$ cat src/rtl/core/kpc_pkg.sv
// Package with the constants, register codes and types of the key press classifier.
package kpc_pkg;

	localparam int KPC_FIELD_W    = 3;
	localparam int KPC_NUM_KEYS   = 3;
	localparam int KPC_CNT_W      = 16;
	localparam int KPC_CLICK_W    = 8;
	localparam int KPC_CFG_IDX_W  = 8;
	localparam int KPC_CFG_DATA_W = 16;

	localparam logic [KPC_CNT_W-1:0]   KPC_GAP_MAX   = 16'hffff;
	localparam logic [KPC_CNT_W-1:0]   KPC_HOLD_MAX  = 16'hffff;
	localparam logic [KPC_CLICK_W-1:0] KPC_CLICK_MAX = 8'hff;

	localparam logic [KPC_CNT_W-1:0]   KPC_RST_CLICK_GAP  = 16'd10;
	localparam logic [KPC_CNT_W-1:0]   KPC_RST_LONG_PRESS = 16'd40;
	localparam logic [KPC_CLICK_W-1:0] KPC_RST_MULTI      = 8'd2;
	localparam logic [KPC_FIELD_W-1:0] KPC_RST_ACTIVE_LOW = 3'd0;

	typedef enum logic [KPC_CFG_IDX_W-1:0] {
		REG_CLICK_GAP   = 8'd0,
		REG_LONG_PRESS  = 8'd1,
		REG_MULTI_CLICK = 8'd2,
		REG_ACTIVE_LOW  = 8'd3
	} kpc_reg_t;

	// Thresholds that every lane compares against.
	typedef struct packed {
		logic [KPC_CNT_W-1:0]   click_gap;
		logic [KPC_CNT_W-1:0]   long_press;
		logic [KPC_CLICK_W-1:0] multi_count;
	} kpc_cfg_t;

	// What one lane found for its key on this tick.
	typedef struct packed {
		logic held;
		logic edge_seen;
		logic shrt;
		logic lng;
		logic multi;
	} kpc_flags_t;

	typedef struct packed {
		logic [KPC_FIELD_W-1:0] held_now;
		logic [KPC_FIELD_W-1:0] press_edge;
		logic [KPC_FIELD_W-1:0] short_press;
		logic [KPC_FIELD_W-1:0] long_press;
		logic [KPC_FIELD_W-1:0] multi_click;
	} kpc_item_t;

endpackage

$ cat src/rtl/core/kpc_intf.sv
// Handshake channel interfaces of the key press classifier.
interface kpc_in_if import kpc_pkg::*; ();
	logic                   valid;
	logic                   ready;
	logic [KPC_FIELD_W-1:0] raw_pressed;

	modport source (output valid, output raw_pressed, input ready);
	modport sink (input valid, input raw_pressed, output ready);
endinterface

interface kpc_out_if import kpc_pkg::*; ();
	logic                   valid;
	logic                   ready;
	logic [KPC_FIELD_W-1:0] held_now;
	logic [KPC_FIELD_W-1:0] press_edge;
	logic [KPC_FIELD_W-1:0] short_press;
	logic [KPC_FIELD_W-1:0] long_press;
	logic [KPC_FIELD_W-1:0] multi_click;

	modport source (
		output valid, output held_now, output press_edge, output short_press,
		output long_press, output multi_click, input ready
	);
	modport sink (
		input valid, input held_now, input press_edge, input short_press,
		input long_press, input multi_click, output ready
	);
endinterface

interface kpc_cfg_if import kpc_pkg::*; ();
	logic                      valid;
	logic                      ready;
	logic [KPC_CFG_IDX_W-1:0]  index;
	logic [KPC_CFG_DATA_W-1:0] data;

	modport source (output valid, output index, output data, input ready);
	modport sink (input valid, input index, input data, output ready);
endinterface

$ cat src/rtl/core/kpc_lane.sv
// One key's state and its per-tick classification.
module kpc_lane import kpc_pkg::*; (
	input  logic       clk,
	input  logic       arst_n,
	input  logic       en,
	input  logic       level,
	input  kpc_cfg_t   cfg,
	output kpc_flags_t flags
);

	logic                   last_q;
	logic [KPC_CNT_W-1:0]   gap_q;
	logic [KPC_CNT_W-1:0]   hold_q;
	logic [KPC_CLICK_W-1:0] click_q;
	logic                   rel_q;

	logic [KPC_CNT_W-1:0]   gap_d;
	logic [KPC_CNT_W-1:0]   hold_d;
	logic [KPC_CLICK_W-1:0] click_d;
	logic                   rel_d;

	always_comb begin
		gap_d   = gap_q;
		hold_d  = hold_q;
		click_d = click_q;
		rel_d   = rel_q;
		flags   = '0;
		flags.held      = level;
		flags.edge_seen = level & ~last_q;
		if (level && last_q) begin
			if (gap_q == '0) begin
				if (hold_q != KPC_HOLD_MAX)
					hold_d = hold_q + 16'd1;
				// The long press test sees the hold count after this tick's increment.
				if (rel_q && (hold_d > cfg.long_press)) begin
					rel_d     = 1'b0;
					flags.lng = 1'b1;
				end
			end else if (gap_q < cfg.click_gap) begin
				if (click_q != KPC_CLICK_MAX)
					click_d = click_q + 8'd1;
			end
			gap_d = '0;
		end else begin
			if (({1'b0, gap_q} == ({1'b0, cfg.click_gap} + 17'd1)) && (click_q == '0)) begin
				if (!rel_q)
					rel_d = 1'b1;
				else
					flags.shrt = 1'b1;
			end
			if (gap_q > cfg.click_gap)
				click_d = '0;
			if (({1'b0, click_d} + 9'd1) >= {1'b0, cfg.multi_count})
				flags.multi = 1'b1;
			if (gap_q != KPC_GAP_MAX)
				gap_d = gap_q + 16'd1;
			hold_d = '0;
		end
	end

	always_ff @(posedge clk or negedge arst_n) begin
		if (!arst_n) begin
			last_q  <= 1'b0;
			gap_q   <= KPC_GAP_MAX;
			hold_q  <= '0;
			click_q <= '0;
			rel_q   <= 1'b1;
		end else if (en) begin
			last_q  <= level;
			gap_q   <= gap_d;
			hold_q  <= hold_d;
			click_q <= click_d;
			rel_q   <= rel_d;
		end
	end

endmodule

$ cat src/rtl/core/kpc_merge.sv
// Packs the lane flags into one result and holds up to two results for the sink.
module kpc_merge import kpc_pkg::*; #(
	parameter int LANES = KPC_FIELD_W
) (
	input  logic       clk,
	input  logic       arst_n,
	input  logic       push,
	input  kpc_flags_t lane_flags [LANES],
	input  logic       pop,
	output logic       full,
	output logic       not_empty,
	output kpc_item_t  head
);

	kpc_item_t  item;
	kpc_item_t  e0_q;
	kpc_item_t  e1_q;
	logic [1:0] cnt_q;

	always_comb begin
		item = '0;
		for (int k = 0; k < LANES; k++) begin
			item.held_now[k]    = lane_flags[k].held;
			item.press_edge[k]  = lane_flags[k].edge_seen;
			item.short_press[k] = lane_flags[k].shrt;
			item.long_press[k]  = lane_flags[k].lng;
			item.multi_click[k] = lane_flags[k].multi;
		end
	end

	assign full      = (cnt_q == 2'd2);
	assign not_empty = (cnt_q != 2'd0);
	assign head      = e0_q;

	always_ff @(posedge clk or negedge arst_n) begin
		if (!arst_n) begin
			cnt_q <= 2'd0;
		end else if (push && !pop) begin
			cnt_q <= cnt_q + 2'd1;
		end else if (pop && !push) begin
			cnt_q <= cnt_q - 2'd1;
		end
	end

	always_ff @(posedge clk) begin
		if (push && !pop) begin
			if (cnt_q == 2'd0)
				e0_q <= item;
			else
				e1_q <= item;
		end else if (pop && !push) begin
			e0_q <= e1_q;
		end else if (pop && push) begin
			if (cnt_q == 2'd1) begin
				e0_q <= item;
			end else begin
				e0_q <= e1_q;
				e1_q <= item;
			end
		end
	end

endmodule

$ cat src/rtl/core/key_press_classifier_unit.sv
// Latency: a result is buffered in the cycle after its scan tick is accepted.
// Throughput: one tick per cycle; all key lanes update in parallel in that cycle.
// A two-entry result buffer lets input continue while one result waits; input
// stalls only when both entries are held. Configuration writes apply to later ticks.
// Reset: thresholds 10/40/2, no inverted keys, per-key state at its idle values.
module key_press_classifier_unit import kpc_pkg::*; #(
	parameter int NUM_KEYS = KPC_NUM_KEYS
) (
	input  logic             clk,
	input  logic             arst_n,
	kpc_in_if.sink           in_ch,
	kpc_out_if.source        out_ch,
	kpc_cfg_if.sink          cfg_ch
);

	// Keys past the field width can never show a result, so they get no lane.
	localparam int LANES = (NUM_KEYS < KPC_FIELD_W) ? NUM_KEYS : KPC_FIELD_W;

	logic [KPC_CNT_W-1:0]   click_gap_q;
	logic [KPC_CNT_W-1:0]   long_press_q;
	logic [KPC_CLICK_W-1:0] multi_count_q;
	logic [KPC_FIELD_W-1:0] active_low_q;

	kpc_cfg_t               lane_cfg;
	kpc_flags_t             lane_flags [LANES];
	logic [KPC_FIELD_W-1:0] level;
	logic                   accept;
	logic                   pop;
	logic                   full;
	logic                   not_empty;
	kpc_item_t              head;

	assign cfg_ch.ready = 1'b1;

	always_ff @(posedge clk or negedge arst_n) begin
		if (!arst_n) begin
			click_gap_q   <= KPC_RST_CLICK_GAP;
			long_press_q  <= KPC_RST_LONG_PRESS;
			multi_count_q <= KPC_RST_MULTI;
			active_low_q  <= KPC_RST_ACTIVE_LOW;
		end else if (cfg_ch.valid) begin
			case (cfg_ch.index)
				REG_CLICK_GAP:   click_gap_q   <= cfg_ch.data;
				REG_LONG_PRESS:  long_press_q  <= cfg_ch.data;
				REG_MULTI_CLICK: multi_count_q <= cfg_ch.data[KPC_CLICK_W-1:0];
				REG_ACTIVE_LOW:  active_low_q  <= cfg_ch.data[KPC_FIELD_W-1:0];
				default: begin
				end
			endcase
		end
	end

	assign lane_cfg.click_gap   = click_gap_q;
	assign lane_cfg.long_press  = long_press_q;
	assign lane_cfg.multi_count = multi_count_q;

	assign level        = in_ch.raw_pressed ^ active_low_q;
	assign in_ch.ready  = !full;
	assign accept       = in_ch.valid && !full;
	assign pop          = not_empty && out_ch.ready;

	for (genvar k = 0; k < LANES; k++) begin : g_lane
		kpc_lane u_lane (
			.clk    (clk),
			.arst_n (arst_n),
			.en     (accept),
			.level  (level[k]),
			.cfg    (lane_cfg),
			.flags  (lane_flags[k])
		);
	end

	kpc_merge #(
		.LANES (LANES)
	) u_merge (
		.clk        (clk),
		.arst_n     (arst_n),
		.push       (accept),
		.lane_flags (lane_flags),
		.pop        (pop),
		.full       (full),
		.not_empty  (not_empty),
		.head       (head)
	);

	assign out_ch.valid       = not_empty;
	assign out_ch.held_now    = head.held_now;
	assign out_ch.press_edge  = head.press_edge;
	assign out_ch.short_press = head.short_press;
	assign out_ch.long_press  = head.long_press;
	assign out_ch.multi_click = head.multi_click;

endmodule

$ cat src/flat_wrapper.sv
// flat-port wrapper written by rule: the top's interface ports become plain ports
module key_press_classifier_unit_flat import kpc_pkg::*;
#(
	parameter int NUM_KEYS = KPC_NUM_KEYS
)
  (clk, arst_n, in_ch_valid, in_ch_raw_pressed, in_ch_ready, out_ch_valid, out_ch_held_now, out_ch_press_edge, out_ch_short_press, out_ch_long_press, out_ch_multi_click, out_ch_ready, cfg_ch_valid, cfg_ch_index, cfg_ch_data, cfg_ch_ready);
  kpc_in_if in_ch_i ();
  kpc_out_if out_ch_i ();
  kpc_cfg_if cfg_ch_i ();
  input  logic clk;
  input  logic arst_n;
  input wire logic [$bits(in_ch_i.valid)-1:0] in_ch_valid;
  input wire logic [$bits(in_ch_i.raw_pressed)-1:0] in_ch_raw_pressed;
  output wire logic [$bits(in_ch_i.ready)-1:0] in_ch_ready;
  output wire logic [$bits(out_ch_i.valid)-1:0] out_ch_valid;
  output wire logic [$bits(out_ch_i.held_now)-1:0] out_ch_held_now;
  output wire logic [$bits(out_ch_i.press_edge)-1:0] out_ch_press_edge;
  output wire logic [$bits(out_ch_i.short_press)-1:0] out_ch_short_press;
  output wire logic [$bits(out_ch_i.long_press)-1:0] out_ch_long_press;
  output wire logic [$bits(out_ch_i.multi_click)-1:0] out_ch_multi_click;
  input wire logic [$bits(out_ch_i.ready)-1:0] out_ch_ready;
  input wire logic [$bits(cfg_ch_i.valid)-1:0] cfg_ch_valid;
  input wire logic [$bits(cfg_ch_i.index)-1:0] cfg_ch_index;
  input wire logic [$bits(cfg_ch_i.data)-1:0] cfg_ch_data;
  output wire logic [$bits(cfg_ch_i.ready)-1:0] cfg_ch_ready;
  assign in_ch_i.valid = in_ch_valid;
  assign in_ch_i.raw_pressed = in_ch_raw_pressed;
  assign in_ch_ready = in_ch_i.ready;
  assign out_ch_valid = out_ch_i.valid;
  assign out_ch_held_now = out_ch_i.held_now;
  assign out_ch_press_edge = out_ch_i.press_edge;
  assign out_ch_short_press = out_ch_i.short_press;
  assign out_ch_long_press = out_ch_i.long_press;
  assign out_ch_multi_click = out_ch_i.multi_click;
  assign out_ch_i.ready = out_ch_ready;
  assign cfg_ch_i.valid = cfg_ch_valid;
  assign cfg_ch_i.index = cfg_ch_index;
  assign cfg_ch_i.data = cfg_ch_data;
  assign cfg_ch_ready = cfg_ch_i.ready;
  key_press_classifier_unit #(.NUM_KEYS(NUM_KEYS)) u_core (.clk(clk), .arst_n(arst_n), .in_ch(in_ch_i), .out_ch(out_ch_i), .cfg_ch(cfg_ch_i));
endmodule
$ cat config.mk
export PLATFORM = sky130hd
export DESIGN_NAME = key_press_classifier_unit_flat
export DESIGN_NICKNAME = d
export VERILOG_FILES = /design/src/rtl/core/kpc_pkg.sv /design/src/rtl/core/kpc_intf.sv /design/src/rtl/core/kpc_lane.sv /design/src/rtl/core/kpc_merge.sv /design/src/rtl/core/key_press_classifier_unit.sv /design/src/flat_wrapper.sv
export SDC_FILE = /design/constraint.sdc
export NUM_CORES = 1
export LEC_CHECK = 0
export BUFFER_PORTS_ARGS = -buffer_cell sky130_fd_sc_hd__buf_2
export CAP_MARGIN = 40
export CORE_ASPECT_RATIO = 1.75
export CORE_UTILIZATION = 58
export CTS_CLUSTER_DIAMETER = 80
export DETAILED_ROUTE_END_ITERATION = 8
export GPL_ROUTABILITY_DRIVEN = 0
export PLACE_DENSITY = 0.89
export SLEW_MARGIN = 20
export SYNTH_ARGS = -nofsm -noshare
export SYNTH_HDL_FRONTEND = slang
export SYNTH_SLANG_ARGS = --single-unit
$ cat constraint.sdc
create_clock -name clk -period 4 [get_ports clk]
set_input_delay 0.6 -clock clk [delete_from_list [all_inputs] [get_ports clk]]
set_output_delay 0.6 -clock clk [all_outputs]
set_load 0.02 [all_outputs]
==> reports/summary.txt, run 1 <==
Status -> complete, but fails checks
Failing checks -> setup timing
RSZ-0062 raised after global routing -> yes
Number of buffers created by CTS -> 20
Synth warn -> 0
Arrival @ worst endpoint -> 4340 ps
Seq/Total Area, Yosys -> 0.353
Final hold viol count -> 0
Clk sinks -> 201
Number of global-route vias before repair -> 14,500
Startpoint Class -> flop
Least-Margin Pin Slew -> 838 ps
Worst-path clk slew -> 70 ps
Cell area after synthesis -> 0.0149 mm²
Count of state elements after synthesis -> 201
DRT Pass-1 Iters -> 8
FF-to-FF path depth -> 18
Drt drc -> 0
DR vias/cell -> 6.97
Worst Clk Skew -> 23.0 ps
Fraction of layout cells with a size suffix above 1 -> 0.206
Max_slew headroom -> 0.440
Hold Buf Count CTS -> 0
Power per Cell Area -> 475 mW/mm²
Initial antenna violation count -> 3
Die H -> 214 µm
DR WL/cell -> 24.4 µm
Post-Syn Instances -> 1,647
Later-pin clock latency in the skew report -> 560 ps
Synth top area share -> 0.193
Post-DP HPWL -> 34,500 µm
Lkg Pwr -> 7.66 nW
Starting Density -> 0.590
Die Footprint -> 0.0263 mm²
Worst IR drop on VDD -> 0.000339 V
Clock Tree Buf Depth -> 3
Worst reg2reg path startpoint -> u_core.click_gap_q[1]$_DFFE_PN1P_
Req. time, crit path -> 4300 ps
Period Utilization, post-route -> 1.01
CORE AREA -> 0.0252 mm²
TritonCTS clock tree -> done
Max FO, Critical Path -> 3
Overall power -> 0.00807 W
Port Buf Inserts -> 48
Largest net degree at the start of global routing -> 68
Drt initial violations -> 1,730
Layout area overhead -> 14.0%
Asr flop ratio synth -> 0.851
Critical path class -> flop to flop
Gr usage total -> 0.400
Worst hold slack -> 40.2 ps
Syn_nets -> 1,823
Min-Delay Path Class -> input port to async pin
Number of flops mapped to enable cells by yosys -> 30
P_int -> 0.00481 W
Dominant cell type by area after synthesis -> dfrtp_1
Fmax -> 247 MHz
Sw Pwr -> 0.00326 W
Pins Over Slew Limit -> 0
Routed via count -> 14,600
Synth unique cells -> 85
H-tree levels -> 1
R2R setup slack -> -40 ps
Combinational share of power -> 0.412
Min cycle time layout -> 4040 ps
Row count -> 77
Boundary pin count -> 50
Syn_area_per_cell -> 9.04 µm²
First-pass GRT wire length -> 78,700 µm
Die width -> 123 µm
Clock Power Share -> 0.238
Max-cap violations -> 0
Final antenna-violating net count -> 0
Synth area leaders -> dfrtp_1, ha_1, dfstp_2
Sw frac -> 0.404
Root buffer cell -> clkbuf_16
Grt total ovfl -> 0
CP endpoint kind -> flop
Min setup slack post-route -> -42.5 ps
Worst r2r dst -> u_core.u_merge.head[0]$_DFFE_PP_
Final setup viols -> 1
# nets final -> 1,932
Synth Flop Type -> dfrtp_1
Overall routed net length -> 50,900 µm
Seq pwr share -> 0.350
## how the worst max path moves through the flow
| stage | start | endpoint | slack (ps) | depth (start not counted) |
|---|---|---|---|---|
| finish | u_core.click_gap_q[1]$_DFFE_PN1P_ | u_core.u_merge.head[0]$_DFFE_PP_ | -40 | 18 |
| global route | u_core.g_lane[2].u_lane.hold_q[6]$_DFFE_PN0P_ | u_core.u_merge.head[5]$_DFFE_PP_ | -240 | 15 |
| CTS | u_core.g_lane[1].u_lane.hold_q[1]$_DFFE_PN0P_ | u_core.u_merge.head[4]$_DFFE_PP_ | -10 | 16 |
| detailed placement | u_core.g_lane[1].u_lane.hold_q[0]$_DFFE_PN0P_ | u_core.u_merge.head[4]$_DFFE_PP_ | -260 | 16 |
| global placement | u_core.click_gap_q[1]$_DFFE_PN1P_ | u_core.u_merge.head[0]$_DFFE_PP_ | 8 | 20 |
| floorplan | u_core.click_gap_q[2]$_DFFE_PN0P_ | u_core.u_merge.head[0]$_DFFE_PP_ | 50 | 20 |
## sequential cells by signal, indices dropped and copies added, names as in the netlist
| name | cells |
|---|---|
| u_core.u_merge.head | 15 |
| u_core.multi_count_q | 8 |
| u_core.g_lane.u_lane.last_q | 3 |
| u_core.click_gap_q | 16 |
| u_core.g_lane.u_lane.rel_q | 3 |
| u_core.long_press_q | 16 |
| u_core.g_lane.u_lane.hold_q | 48 |
| u_core.g_lane.u_lane.click_q | 24 |
| u_core.active_low_q | 3 |
| u_core.u_merge.e1_q | 15 |
| u_core.g_lane.u_lane.gap_q | 48 |
| u_core.u_merge.cnt_q | 2 |
## per-layer routing
| layer | global-route usage | wire [µm] | up-vias | share of wire |
|---|---|---|---|---|
| met5 | 0.00586 | 20 | - | 0.00039 |
| met4 | 0.327 | 5460 | 2 | 0.11 |
| met3 | 0.130 | 5080 | 432 | 0.10 |
| met2 | 0.645 | 24400 | 1049 | 0.48 |
| met1 | 0.415 | 15900 | 6868 | 0.31 |
| li1 | - | - | 6202 | - |
## stage by stage
| step | worst slack [ps] | setup TNS, ps | util | cell area (µm²) | instances |
|---|---|---|---|---|---|
| after floorplan | 52.0 | 0 | - | 14900 | 1647 |
| after global placement | 8.27 | 0 | 0.632 | 16000 | 2030 |
| after detailed placement | -256 | -315 | 0.633 | 16000 | 2032 |
| after CTS | -12.5 | -12.5 | 0.662 | 16700 | 2073 |
| after global routing | -236 | -491 | 0.672 | 17000 | 2086 |
| final | -42.5 | -42.5 | 0.673 | 17000 | 2088 |
## synthesized netlist by cell type, types with 6 or more instances
master / n
nor4_1: 27
nand3b_1: 8
or3_1: 11
and4_1: 13
mux2_2: 43
xnor2_1: 83
a21o_1: 24
or2_2: 7
or4_1: 6
dfstp_2: 56
and2_1: 9
dfrtp_1: 115
and3_1: 21
mux2i_1: 9
nand4_1: 62
a31oi_1: 17
a21oi_1: 74
nor2_1: 142
o31ai_1: 20
a22o_1: 21
buf_2: 13
nor3_1: 34
o21ai_0: 104
inv_1: 77
xor2_1: 61
nand3_1: 61
edfxtp_1: 30
nand2_1: 146
ha_1: 144
clkbuf_1: 55
o21a_1: 12
nor2b_1: 15
o2111ai_1: 6
o211ai_1: 10
nand2b_1: 17
## layout make-up
cell class | instances | area, µm²
antenna | 2 | 5.00
clock buffer | 28 | 582
clock inverter | 8 | 55.1
fill | 1712 | 8260
inverter | 79 | 297
multi-input combinational | 1293 | 9290
sequential | 201 | 5260
tap | 316 | 395
timing repair buffer | 161 | 1100
## worst max-delay path, cell delays in order, from the launching register on
cell,delay (ps)
dfstp_2,540
inv_2,50
ha_4,260
nor2b_4,130
o211ai_1,150
a2111oi_4,440
a211oi_4,100
nor2_4,250
nor2_4,80
ha_4,160
buf_4,140
buf_4,130
xnor2_1,190
ha_1,260
a21oi_1,170
o21ai_1,90
o31ai_1,190
a31oi_1,170
mux2_4,290
## what timing repair did
action	CTS	global route
endpoints found under the setup margin	4	13
pin swaps	11	23
gates resized for setup	14	39
setup buffers	5	14
## layout by cell type, fill, tap and decap left out, types with 7 or more instances in the layout
cell,synthesis,layout
nand2_1,146,146
ha_1,144,139
nor2_1,142,136
buf_4,3,111
dfrtp_1,115,111
o21ai_0,104,100
xnor2_1,83,81
inv_1,77,76
a21oi_1,74,71
nand4_1,62,62
xor2_1,61,60
nand3_1,61,58
dfstp_2,56,56
buf_2,13,48
mux2_2,43,42
nor3_1,34,32
edfxtp_1,30,30
a21o_1,24,24
nor4_1,27,23
a22o_1,21,21
clkbuf_16,0,21
and3_1,21,20
o31ai_1,20,20
nand2b_1,17,17
a31oi_1,17,17
nor2b_1,15,14
and4_1,13,12
o21a_1,12,12
o211ai_1,10,10
or3_1,11,10
and2_1,9,9
nand3b_1,8,8
mux2i_1,9,8
or2_2,7,7
## cells by family after synthesis
group           count (synthesis)  synth area share
compound gates                341             0.149
mux                            52            0.0386
fa+ha+maj                     144             0.121
flops                         201             0.353
xor+xnor                      145            0.0862
buf+inv                       153            0.0409
simple gates                  610             0.212
other cells                     1          0.000252
## power groups by stage
stage	registers (W)	logic, W	clock network (W)
3_5_place_dp	0.00283	0.00297	0
2_1_floorplan	0.00282	0.00193	0
4_1_cts	0.00280	0.00309	0.00188
6_report	0.00283	0.00333	0.00192
5_1_grt	0.00285	0.00357	0.00199
3_3_place_gp	0.00280	0.00281	0
(Power assumes the default switching activity.)
==> inputs of run 2 (changes only) <==
- ABC_AREA: not set -> 1
==> reports/summary.txt, run 2 <==
Root buffer cell -> clkbuf_16
P_int -> 0.00527 W (+9.4%)
TritonCTS clock tree -> done
Max_slew headroom -> 0.432 (-0.00775)
Die width -> 123 µm (+0.19%)
Worst hold slack -> 4.53 ps (-35.6 ps)
Lkg Pwr -> 8.03 nW (+4.9%)
Worst reg2reg path startpoint -> u_core.g_lane[0].u_lane.gap_q[9]$_DFFE_PN1P_
Area of the multi-input gates -> 0.00863 mm² (-7.1%)
Grt total ovfl -> 0 (unchanged)
Die H -> 214 µm (+0.20%)
Crit path buf inv count -> 1 (-2)
Worst-path clk slew -> 70 ps (about the same)
Inst Count DP -> 2,425 (+19%)
List of most frequent post-synthesis cells -> nand2_1, inv_1, nor2_1
Synth unique cells -> 57 (-33%)
R2R setup slack -> 70 ps (+110 ps)
Sw frac -> 0.434 (+0.0306)
CP endpoint -> u_core.u_merge.head[0]$_DFFE_PP_
Number of buffers created by CTS -> 20 (unchanged)
Port Buf Inserts -> 48 (unchanged)
Routed via count -> 16,100 (+10%)
Most Used Layer, Global Route -> met2
Count of state elements after synthesis -> 201 (unchanged)
Drt drc -> 0 (unchanged)
CP endpoint kind -> flop
Boundary pin count -> 50 (unchanged)
Worst r2r dst -> u_core.u_merge.head[0]$_DFFE_PP_
Final setup viols -> 0 (-1)
CORE AREA -> 0.0253 mm² (+0.38%)
Number of global-route vias before repair -> 15,700 (+8.0%)
Finished Layout Cells -> 2,469 (+18%)
Delay-heaviest family, CP -> simple AND/OR/NAND/NOR gates
Min-Delay Path Class -> input port to async pin
Cell area after synthesis -> 0.0150 mm² (+0.39%)
Final hold viol count -> 0 (unchanged)
Largest net degree at the start of global routing -> 51 (-25%)
Syn_area_per_cell -> 7.37 µm² (-19%)
Fraction of layout cells with a size suffix above 1 -> 0.135 (-0.0715)
Post-DP HPWL -> 37,700 µm (+9.2%)
Drt initial violations -> 1,994 (+15%)
DR WL/cell -> 22.2 µm (-9.2%)
RSZ-0062 raised after global routing -> yes
Clock Power Share -> 0.223 (-0.015)
# nets final -> 2,314 (+20%)
Grt met2 use -> 0.651 (+0.00633)
Asr flop ratio synth -> 0.851 (unchanged)
Top flop regs -> u_core.g_lane.u_lane.gap_q: 48 flops, u_core.g_lane.u_lane.hold_q: 48 flops, u_core.g_lane.u_lane.click_q: 24 flops
Startpoint Class -> flop
Gr usage total -> 0.420 (+0.0201)
Syn_nets -> 2,206 (+21%)
Routing usage on met1 -> 0.417 (+0.00231)
Most frequent cells in the layout -> nand2_1, inv_1, nor2_1
Commonest non-fill, non-tap cell in the layout -> nand2_1
Seq pwr share -> 0.314 (-0.036)
Dominant cell type by area after synthesis -> dfrtp_1
Synth top area share -> 0.192 (-0.000760)
Clk sinks -> 201 (unchanged)
Critical path class -> flop to flop
Max-cap violations -> 0 (unchanged)
Cell mode on critical path -> nand2_1
Post-Syn Instances -> 2,030 (+23%)
Sw Pwr -> 0.00404 W (+24%)
Worst Clk Skew -> 44.0 ps (+21.0 ps)
Placement Cell Area -> 0.0159 mm² (-0.14%)
Synth Flop Type -> dfrtp_1
First-pass GRT wire length -> 83,100 µm (+5.6%)
Worst Setup SP -> u_core.g_lane[0].u_lane.gap_q[9]$_DFFE_PN1P_
Overall routed net length -> 54,700 µm (+7.4%)
Synth warn -> 0 (unchanged)
Seq/Total Area, Yosys -> 0.351 (-0.00139)
Min cycle time layout -> 3930 ps (-113 ps)
Worst IR drop on VDD -> 0.000353 V (+4.0%)
Number of flops mapped to enable cells by yosys -> 30 (unchanged)
Fmax -> 254 MHz (+2.9%)
Initial antenna violation count -> 3 (unchanged)
Starting Density -> 0.590 (about the same)
DR vias/cell -> 6.51 (-6.7%)
CP Depth -> 26 (+8)
Period Utilization, post-route -> 0.982 (-0.0282)
Final antenna-violating net count -> 0 (unchanged)
Power per Cell Area -> 551 mW/mm² (+16%)
Arrival @ worst endpoint -> 4210 ps (-130 ps)
Most common cell in the netlist -> nand2_1
Layout area overhead -> 13.0%
Register area -> 0.00525 mm² (about the same)
Filler cells -> 1,897 (+11%)
Crit-path max cell delay -> 670 ps (+130 ps)
DRT Pass-1 Iters -> 9 (+1)
Later-pin clock latency in the skew report -> 550 ps (about the same)
Synth area leaders -> dfrtp_1, ha_1, nand2_1
Combinational share of power -> 0.462 (+0.050)
Max FO, Critical Path -> 3 (unchanged)
Pins Over Slew Limit -> 0 (unchanged)
Slowest cell on crit path -> dfstp_2
Clock Tree Buf Depth -> 3 (unchanged)
Post-Layout Inst Area -> 0.0169 mm² (-0.50%)
Die Footprint -> 0.0265 mm² (+0.39%)
FF-to-FF path depth -> 26 (+8)
Row count -> 77 (unchanged)
Status -> complete, no violations
Met3 Resource Use GR -> 0.169 (+0.0391)
Req. time, crit path -> 4280 ps (-20 ps)
Least-Margin Pin Slew -> 845 ps (+6.94 ps)
H-tree levels -> 1 (unchanged)
run 2: area by class of cell:
type,count,area share
multi-input cells,1496,0.511
well taps,316,0.0234
clock buffers,27,0.0336
flip-flops and latches,201,0.311
repair buffers,110,0.0447
clock inverters,9,0.00815
diodes,1,0.000148
inverters,309,0.0687
run 2: worst min path at each step:
stage                                        start                                            end  slack (ps)
2_1_floorplan                               arst_n             u_core.active_low_q[0]$_DFFE_PN0P_         300
3_3_place_gp   u_core.long_press_q[11]$_DFFE_PN0P_            u_core.long_press_q[11]$_DFFE_PN0P_         470
6_report                                    arst_n  u_core.g_lane[1].u_lane.hold_q[8]$_DFFE_PN0P_           5
3_5_place_dp    u_core.long_press_q[2]$_DFFE_PN0P_             u_core.long_press_q[2]$_DFFE_PN0P_         480
5_1_grt                                     arst_n  u_core.g_lane[0].u_lane.hold_q[3]$_DFFE_PN0P_          40
4_1_cts                                     arst_n  u_core.g_lane[0].u_lane.hold_q[6]$_DFFE_PN0P_          20
run 2: cell families (layout without fill, tap and decap cells):
logic type                 count (synthesis)  count (layout)  share of synthesized area
AOI/OAI and AO/OA                        335             335                      0.123
xor gates and xnor gates                  73              73                     0.0433
adders and majority gates                144             144                      0.121
buffers and inverters                    333             455                     0.0844
DFF                                      201             201                      0.351
muxes                                      1               1                   0.000753
other                                      1               2                   0.000251
and+or+nand+nor                          942             942                      0.276
run 2: worst reg2reg max path, stage by stage, from the launching register on:
cell and delay [ps]:
dfstp_2 670, ha_4 250, nand2_1 60, nand2_1 60, nand3_1 70, nand2_1 100
a21oi_4 250, nand2_2 90, nand2_2 100, inv_2 60, nor2_2 130, ha_2 190
nand3_1 130, nor2_2 150, xor2_1 160, ha_1 280, a21oi_2 150, o21a_1 130
o21ai_0 80, nand3_1 80, nand2_1 50, nand2_1 50, o21ai_0 70, nor2_1 100
nand2_1 60, nand2_1 80, a21oi_1 70
run 2: layer usage:
metal / wire (µm) / part of all wire / vias to the layer above
li1: - / - / 6961
met1: 16800 / 0.31 / 7283
met2: 24900 / 0.46 / 1293
met3: 6490 / 0.12 / 523
met4: 6490 / 0.12 / 2
met5: 18 / 0.00033 / -
run 2: power by group through the flow:
stage	sequential, W	clock, W	combinational (W)
after detailed placement	0.00290	0	0.00384
after CTS	0.00287	0.00206	0.00387
after global routing	0.00294	0.00213	0.00466
final	0.00292	0.00208	0.00431
after global placement	0.00289	0	0.00369
after floorplan	0.00292	0	0.00244
run 2: timing repair:
action | 4_1_cts | 5_1_grt
endpoints found under the hold margin | 0 | 0
resized for setup | 0 | 48
setup endpoints to repair | 0 | 7
hold buffers | 0 | 0
setup buffers | 0 | 4
run 2: metrics by stage:
| step | worst slack [ps] | util | setup TNS, ps | total power (W) |
|---|---|---|---|---|
| after floorplan | 292 | - | 0 | 0.00535 |
| after global placement | 189 | 0.628 | 0 | 0.00658 |
| after detailed placement | 103 | 0.629 | 0 | 0.00674 |
| after CTS | 71.2 | 0.657 | 0 | 0.00881 |
| after global routing | -62.1 | 0.667 | -146 | 0.00973 |
| final | 70.3 | 0.667 | 0 | 0.00931 |
